<file path="config.mk">
export PLATFORM = sky130hd
export DESIGN_NAME = film_mode_pwm_controller
export DESIGN_NICKNAME = d
export VERILOG_FILES = /design/src/fmpc_pkg.sv /design/src/film_mode_pwm_controller.sv /design/src/fmpc_core.sv /design/src/fmpc_outbuf.sv
export SDC_FILE = /design/constraint.sdc
export NUM_CORES = 1
export LEC_CHECK = 0
export ABC_AREA = 1
export BUFFER_PORTS_ARGS = -buffer_cell sky130_fd_sc_hd__buf_4
export CORE_MARGIN = 2
export CORE_UTILIZATION = 60
export DETAILED_ROUTE_END_ITERATION = 8
export PLACE_DENSITY = 0.8
export SYNTH_ARGS = -nofsm -noshare
export SYNTH_HDL_FRONTEND = slang
export SYNTH_HIERARCHICAL = 1
export SYNTH_SLANG_ARGS = --single-unit
</file>
<file path="constraint.sdc">
create_clock -name aclk -period 4.2 [get_ports aclk]
set_input_delay 0.42 -clock aclk [delete_from_list [all_inputs] [get_ports aclk]]
set_output_delay 0.42 -clock aclk [all_outputs]
set_load 0.005 [all_outputs]
</file>
<file path="src/fmpc_pkg.sv">
package fmpc_pkg;

    localparam int unsigned CFG_INDEX_W = 2;
    localparam int unsigned CFG_DATA_W  = 32;

    localparam logic [CFG_INDEX_W-1:0] REG_BLACK_FRAME = 2'd0;
    localparam logic [CFG_INDEX_W-1:0] REG_MODE_CODES  = 2'd1;
    localparam logic [CFG_INDEX_W-1:0] REG_DUTY_TABLE  = 2'd2;
    localparam logic [CFG_INDEX_W-1:0] REG_SILENCE_LIM = 2'd3;

    localparam logic [7:0]  BLACK_FRAME_RST = 8'd200;
    localparam logic [31:0] MODE_CODES_RST  = 32'd252446208;
    localparam logic [15:0] DUTY_TABLE_RST  = 16'd13104;
    localparam logic [15:0] SILENCE_LIM_RST = 16'd1000;

    localparam logic [1:0] MODE_HAZE  = 2'd0;
    localparam logic [1:0] MODE_CLEAR = 2'd3;

    localparam logic [15:0] SILENCE_MAX = 16'hFFFF;

    typedef struct packed {
        logic [7:0]  black_frame_periods;
        logic [31:0] mode_code_table;
        logic [15:0] duty_table;
        logic [15:0] silence_limit;
    } cfg_t;

    typedef struct packed {
        logic       haze_pressed;
        logic       clear_pressed;
        logic       byte_arrived;
    } tick_in_t;

    typedef struct packed {
        logic       pwm_level;
        logic       mode_changed;
        logic [1:0] new_mode;
        logic [7:0] film_command;
        logic       link_lost;
    } result_t;

endpackage

</file>
<file path="src/film_mode_pwm_controller.sv">
// Film-mode backlight PWM controller. Each accepted input word is one timer
// tick and yields exactly one result word, one tick per clock cycle while
// s_ready is high; the result word is offered on the cycle after its tick is
// accepted unless an earlier word waits on m_ready; a two-word buffer lets
// input run on while m_ready is low until it is full, then stalls s_ready.
// A switch to a film mode holds the backlight fully on for the rest of the
// current PWM period, black_frame_periods further periods and the first tick
// of the next one, reports the mode's command code with mode_changed, then
// applies the mode's duty. After reset the block sits in
// the black frame of a switch to the clear mode. Configuration writes are
// always accepted (cfg_ready is tied high) and must only be issued while no
// result is pending.
module film_mode_pwm_controller #(
    parameter int unsigned PWM_PERIOD = 10
) (
    input  logic                               aclk,
    input  logic                               aresetn,

    input  logic                               s_valid,
    output logic                               s_ready,
    input  logic                               s_haze_pressed,
    input  logic                               s_clear_pressed,
    input  logic                               s_byte_arrived,

    output logic                               m_valid,
    input  logic                               m_ready,
    output logic                               m_pwm_level,
    output logic                               m_mode_changed,
    output logic [1:0]                         m_new_mode,
    output logic [7:0]                         m_film_command,
    output logic                               m_link_lost,

    input  logic                               cfg_valid,
    output logic                               cfg_ready,
    input  logic [fmpc_pkg::CFG_INDEX_W-1:0]   cfg_index,
    input  logic [fmpc_pkg::CFG_DATA_W-1:0]    cfg_data
);
    import fmpc_pkg::*;

    cfg_t     cfg_reg;
    tick_in_t tick_in;
    result_t  core_result;
    result_t  out_result;
    logic     accept;
    logic     can_push;

    assign cfg_ready = 1'b1;
    assign s_ready   = can_push;
    assign accept    = s_valid && can_push;

    assign tick_in.haze_pressed  = s_haze_pressed;
    assign tick_in.clear_pressed = s_clear_pressed;
    assign tick_in.byte_arrived  = s_byte_arrived;

    always_ff @(posedge aclk) begin
        if (!aresetn) begin
            cfg_reg.black_frame_periods <= BLACK_FRAME_RST;
            cfg_reg.mode_code_table     <= MODE_CODES_RST;
            cfg_reg.duty_table          <= DUTY_TABLE_RST;
            cfg_reg.silence_limit       <= SILENCE_LIM_RST;
        end else if (cfg_valid) begin
            unique case (cfg_index)
                REG_BLACK_FRAME: cfg_reg.black_frame_periods <= cfg_data[7:0];
                REG_MODE_CODES:  cfg_reg.mode_code_table     <= cfg_data[31:0];
                REG_DUTY_TABLE:  cfg_reg.duty_table          <= cfg_data[15:0];
                REG_SILENCE_LIM: cfg_reg.silence_limit       <= cfg_data[15:0];
                default: ;
            endcase
        end
    end

    fmpc_core #(
        .PWM_PERIOD (PWM_PERIOD)
    ) u_core (
        .aclk       (aclk),
        .aresetn    (aresetn),
        .tick_valid (accept),
        .tick_in    (tick_in),
        .cfg        (cfg_reg),
        .result     (core_result)
    );

    fmpc_outbuf u_outbuf (
        .aclk      (aclk),
        .aresetn   (aresetn),
        .push      (accept),
        .push_data (core_result),
        .can_push  (can_push),
        .out_valid (m_valid),
        .out_ready (m_ready),
        .out_data  (out_result)
    );

    assign m_pwm_level    = out_result.pwm_level;
    assign m_mode_changed = out_result.mode_changed;
    assign m_new_mode     = out_result.new_mode;
    assign m_film_command = out_result.film_command;
    assign m_link_lost    = out_result.link_lost;

`ifndef SYNTHESIS
    a_accept_gives_word: assert property (@(posedge aclk) disable iff (!aresetn)
        s_valid && s_ready |=> m_valid)
        else $error("accepted tick produced no result word");

    a_stall_means_full: assert property (@(posedge aclk) disable iff (!aresetn)
        !s_ready |-> m_valid)
        else $error("input stalled while output buffer empty");

    a_fallback_is_switch: assert property (@(posedge aclk) disable iff (!aresetn)
        m_valid && m_link_lost |-> m_mode_changed && m_new_mode == MODE_CLEAR)
        else $error("link fallback without switch to clear mode");

    a_no_cmd_without_switch: assert property (@(posedge aclk) disable iff (!aresetn)
        m_valid && !m_mode_changed |-> m_film_command == 8'd0)
        else $error("command code without mode switch");
`endif

endmodule

</file>
<file path="src/fmpc_core.sv">
module fmpc_core #(
    parameter int unsigned PWM_PERIOD = 10
) (
    input  logic             aclk,
    input  logic             aresetn,
    input  logic             tick_valid,
    input  fmpc_pkg::tick_in_t tick_in,
    input  fmpc_pkg::cfg_t   cfg,
    output fmpc_pkg::result_t result
);
    import fmpc_pkg::*;

    localparam logic [3:0] PERIOD = 4'(PWM_PERIOD);

    logic [3:0]  tick_reg, tick_next, tick_wrapped;
    logic [7:0]  period_reg, period_next, period_wrapped;
    logic        switching_reg, switching_next;
    logic [3:0]  duty_reg, duty_next;
    logic [1:0]  mode_reg, mode_next;
    logic [15:0] silence_reg, silence_next;
    logic        link_reg, link_next;
    logic        wrap;
    logic        changed;
    logic        lost;
    logic [7:0]  cmd;

    always_comb begin
        wrap           = (tick_reg >= PERIOD);
        tick_wrapped   = wrap ? 4'd0 : tick_reg;
        period_wrapped = wrap ? period_reg + 8'd1 : period_reg;

        period_next    = period_wrapped;
        switching_next = switching_reg;
        duty_next      = duty_reg;
        mode_next      = mode_reg;
        link_next      = link_reg;
        changed        = 1'b0;
        lost           = 1'b0;
        cmd            = 8'd0;

        if (switching_reg) begin
            if (period_wrapped > cfg.black_frame_periods) begin
                switching_next = 1'b0;
                duty_next      = cfg.duty_table[{mode_reg, 2'b00} +: 4];
            end
        end else if (tick_in.haze_pressed || tick_in.clear_pressed) begin
            mode_next      = tick_in.haze_pressed ? MODE_HAZE : MODE_CLEAR;
            switching_next = 1'b1;
            period_next    = 8'd0;
            duty_next      = PERIOD;
            changed        = 1'b1;
            cmd            = cfg.mode_code_table[{mode_next, 3'b000} +: 8];
        end

        if (tick_in.byte_arrived) begin
            silence_next = 16'd0;
            link_next    = 1'b1;
        end else if (silence_reg != SILENCE_MAX) begin
            silence_next = silence_reg + 16'd1;
        end else begin
            silence_next = silence_reg;
        end

        // fallback overrides any button switch on the same tick
        if (silence_next > cfg.silence_limit && link_next) begin
            mode_next      = MODE_CLEAR;
            switching_next = 1'b1;
            period_next    = 8'd0;
            duty_next      = PERIOD;
            link_next      = 1'b0;
            changed        = 1'b1;
            lost           = 1'b1;
            cmd            = cfg.mode_code_table[{MODE_CLEAR, 3'b000} +: 8];
        end

        tick_next = tick_wrapped + 4'd1;

        result.pwm_level    = (tick_wrapped < duty_reg);
        result.mode_changed = changed;
        result.new_mode     = mode_next;
        result.film_command = cmd;
        result.link_lost    = lost;
    end

    always_ff @(posedge aclk) begin
        if (!aresetn) begin
            tick_reg      <= 4'd0;
            period_reg    <= 8'd0;
            switching_reg <= 1'b1;
            duty_reg      <= PERIOD;
            mode_reg      <= MODE_CLEAR;
            silence_reg   <= 16'd0;
            link_reg      <= 1'b0;
        end else if (tick_valid) begin
            tick_reg      <= tick_next;
            period_reg    <= period_next;
            switching_reg <= switching_next;
            duty_reg      <= duty_next;
            mode_reg      <= mode_next;
            silence_reg   <= silence_next;
            link_reg      <= link_next;
        end
    end

endmodule

</file>
<file path="src/fmpc_outbuf.sv">
module fmpc_outbuf (
    input  logic              aclk,
    input  logic              aresetn,
    input  logic              push,
    input  fmpc_pkg::result_t push_data,
    output logic              can_push,
    output logic              out_valid,
    input  logic              out_ready,
    output fmpc_pkg::result_t out_data
);
    import fmpc_pkg::*;

    logic    out_valid_reg;
    logic    skid_valid_reg;
    result_t out_reg;
    result_t skid_reg;

    assign can_push  = !skid_valid_reg;
    assign out_valid = out_valid_reg;
    assign out_data  = out_reg;

    always_ff @(posedge aclk) begin
        if (!aresetn) begin
            out_valid_reg  <= 1'b0;
            skid_valid_reg <= 1'b0;
        end else if (!out_valid_reg || out_ready) begin
            out_valid_reg  <= skid_valid_reg || push;
            skid_valid_reg <= 1'b0;
        end else if (push) begin
            skid_valid_reg <= 1'b1;
        end
    end

    // payload: drain the skid word first, else take the fresh word
    always_ff @(posedge aclk) begin
        if (!out_valid_reg || out_ready) begin
            if (skid_valid_reg) begin
                out_reg <= skid_reg;
            end else if (push) begin
                out_reg <= push_data;
            end
        end else if (push) begin
            skid_reg <= push_data;
        end
    end

endmodule
</file>
==> summary.txt <==
status = completed
post-layout minimum cycle time = 3780 ps
Critical Path End Type = flip-flop
vias in the first global route = 5044
Max-Cap Viols = 0
Die W = 108 um
Clock Sinks = 120
total gr overflow = 0
CTS tree = done
insertion delay to the later sink of the worst-skew pair = 510 ps
critical path type = flip-flop to flip-flop
CTS buffer count = 17
site row count = 37
static leakage = 3.74 nW
clock-pin slew on the worst setup and hold paths = 60 ps
Mapped Avg Cell Area = 7.06 um^2
Inserted Diodes = 0
worst hold path class = primary input to flip-flop
Final TNS setup = 0 ps
Die Span Y = 108 um
relative slew slack = 0.441
period utilization = 0.899
Max Fclk = 0.265 GHz
Vias/cell = 5.15
multi-input logic area = 3080 um^2
Hold Crit Start = cfg_data[9]
FF+latch area = 2660 um^2
Worst Tran Pin Value = 838 ps
largest net degree at the start of global routing = 83
Cell Chain, Critical Path = ha_1 -> nand3_1 -> nor3_1 -> nand4_1 -> nor2_2 -> nor2_1 -> nor2_1 -> nand3b_1 -> inv_1 -> ha_1 -> nand2_1 -> nor2_1 -> nand2_1 -> nand2_1 -> nand2_1 -> nand2_1 -> nand3_2 -> o21ai_0 -> nand2_1 -> nand2_1
worst-path maximum fanout = 25
Boundary Pins = 58
RSZ-0062 raised after global routing = false
Mapped Cells = 920
final setup fails = 0
launch point of the worst reg-to-reg path = u_core/silence_reg[0]
design area = 7370 um^2
Max Root-Sink Buffers = 2
cell area after synthesis = 6500 um^2
cts hold-fix bufs = 0
Crit path largest cell delay = 500 ps
WL/cell = 12.8 um
Largest register FFs = 56
area of placed instances = 6810 um^2
CP most frequent cell = nand2_1
Post-CTS Setup Bufs = 0
initial core utilization = 0.624
Syn. warnings = 6
final count of pins violating max slew = 0
Nets = 1019
via count = 5648
Final Hold Viols = 0
PortBufs = 48
area delta synth->final = 13.4%
WP data arrival = 4160 ps
critical path's slowest cell = o21ai_0
DRC Markers = 0
H-tree depth = 4
first-pass GRT wire length = 23600 um
core area = 10400 um^2
crit-path leading delay family = simple AND/OR/NAND/NOR gates
CP bufs+invs = 1
Die Area = 11700 um^2
worst ir drop on vdd = 0.312 mV
Iteration-0 DRC Markers = 452
Critical Path Source = u_core/silence_reg[0]
layout cells sized above 1 = 0.123
Power per Cell Area = 407 nW/um^2
Filler cells = 868
post-route ant nets = 0
Data required, critical path = 4580 ps
Setup crit start kind = flip-flop
HPWL after detailed placement = 9490 um
cts repair resizes = 0
Root Buffer = clkbuf_8
GRT Util Overall = 0.254
Setup Skew = 6.60 ps
Synthesized Nets = 992
router iterations before antenna repair = 5
Post-Route WL = 14000 um
Routability Congestion = 0.916
initial antenna violation count = 0
Core Util, Final = 0.708
-- worst reg2reg max path: stages, from the launching register on --
cell and delay [ps]:
dfxtp_1 460, ha_1 280, nand3_1 140, nor3_1 210, nand4_1 220, nor2_2 210, nor2_1 80, nor2_1 100
nand3b_1 150, inv_1 80, ha_1 270, nand2_1 40, nor2_1 130, nand2_1 70, nand2_1 50, nand2_1 40
nand2_1 90, nand3_2 350, o21ai_0 510, nand2_1 110, nand2_1 60
-- stage by stage --
step	hold slack [ps]	worst slack, ps	power (W)	cells
after global placement	441	664	0.00165	1064
after CTS	117	508	0.00301	1096
final	127	423	0.00300	1096
after detailed placement	444	599	0.00166	1064
after floorplan	429	1270	0.00155	920
after global routing	116	79.1	0.00313	1096
-- final timing paths --
kind              slack, ps  cells past startpoint                    to
setup / recovery        420                     20  u_outbuf/out_data[3]
hold / removal          130                      3           cfg_reg[25]
setup reg to reg        420                     20  u_outbuf/out_data[3]
hold reg to reg         460                      2           cfg_reg[67]
-- per-layer routing --
layer | up-vias | share of wire | track usage
met5 | - | 0 | 0
met4 | 0 | 0.0092 | 0.0723
li1 | 2944 | - | -
met3 | 15 | 0.059 | 0.0392
met2 | 155 | 0.45 | 0.393
met1 | 2534 | 0.49 | 0.368
-- final cells by class --
type / count / area share
well taps: 136 / 0.0231
repair buffers: 50 / 0.0509
multi-input cells: 617 / 0.417
inverters: 141 / 0.0720
clock buffers: 17 / 0.0562
clock inverters: 15 / 0.0194
flip-flops and latches: 120 / 0.361
-- report_power, final --
part,leakage [nW],internal [W],switching [W]
clock network,0.263,0.000796,0.000566
logic,2.47,0.000130,0.000216
registers,1.02,0.00125,0.0000428
-- cell usage in the layout, fill, tap and decap left out, types with 3 or more instances in the layout --
master and count:
xnor2_1 3, dfxtp_1 94, nand3_2 5, nand2_1 244, nand3_1 56, inv_2 5, o22ai_1 4, o21ai_0 57
ha_1 30, buf_4 50, inv_1 134, clkinv_4 3, nor2_1 109, nor3_1 4, nand4_1 10, clkbuf_16 16
a21o_1 3, edfxtp_1 26, nand2_2 3, o21ai_1 3, nor2_4 3, a21oi_1 48, xor2_1 7, inv_6 7
nor2_2 7
Note: power is estimated with default switching activity, not from simulation.
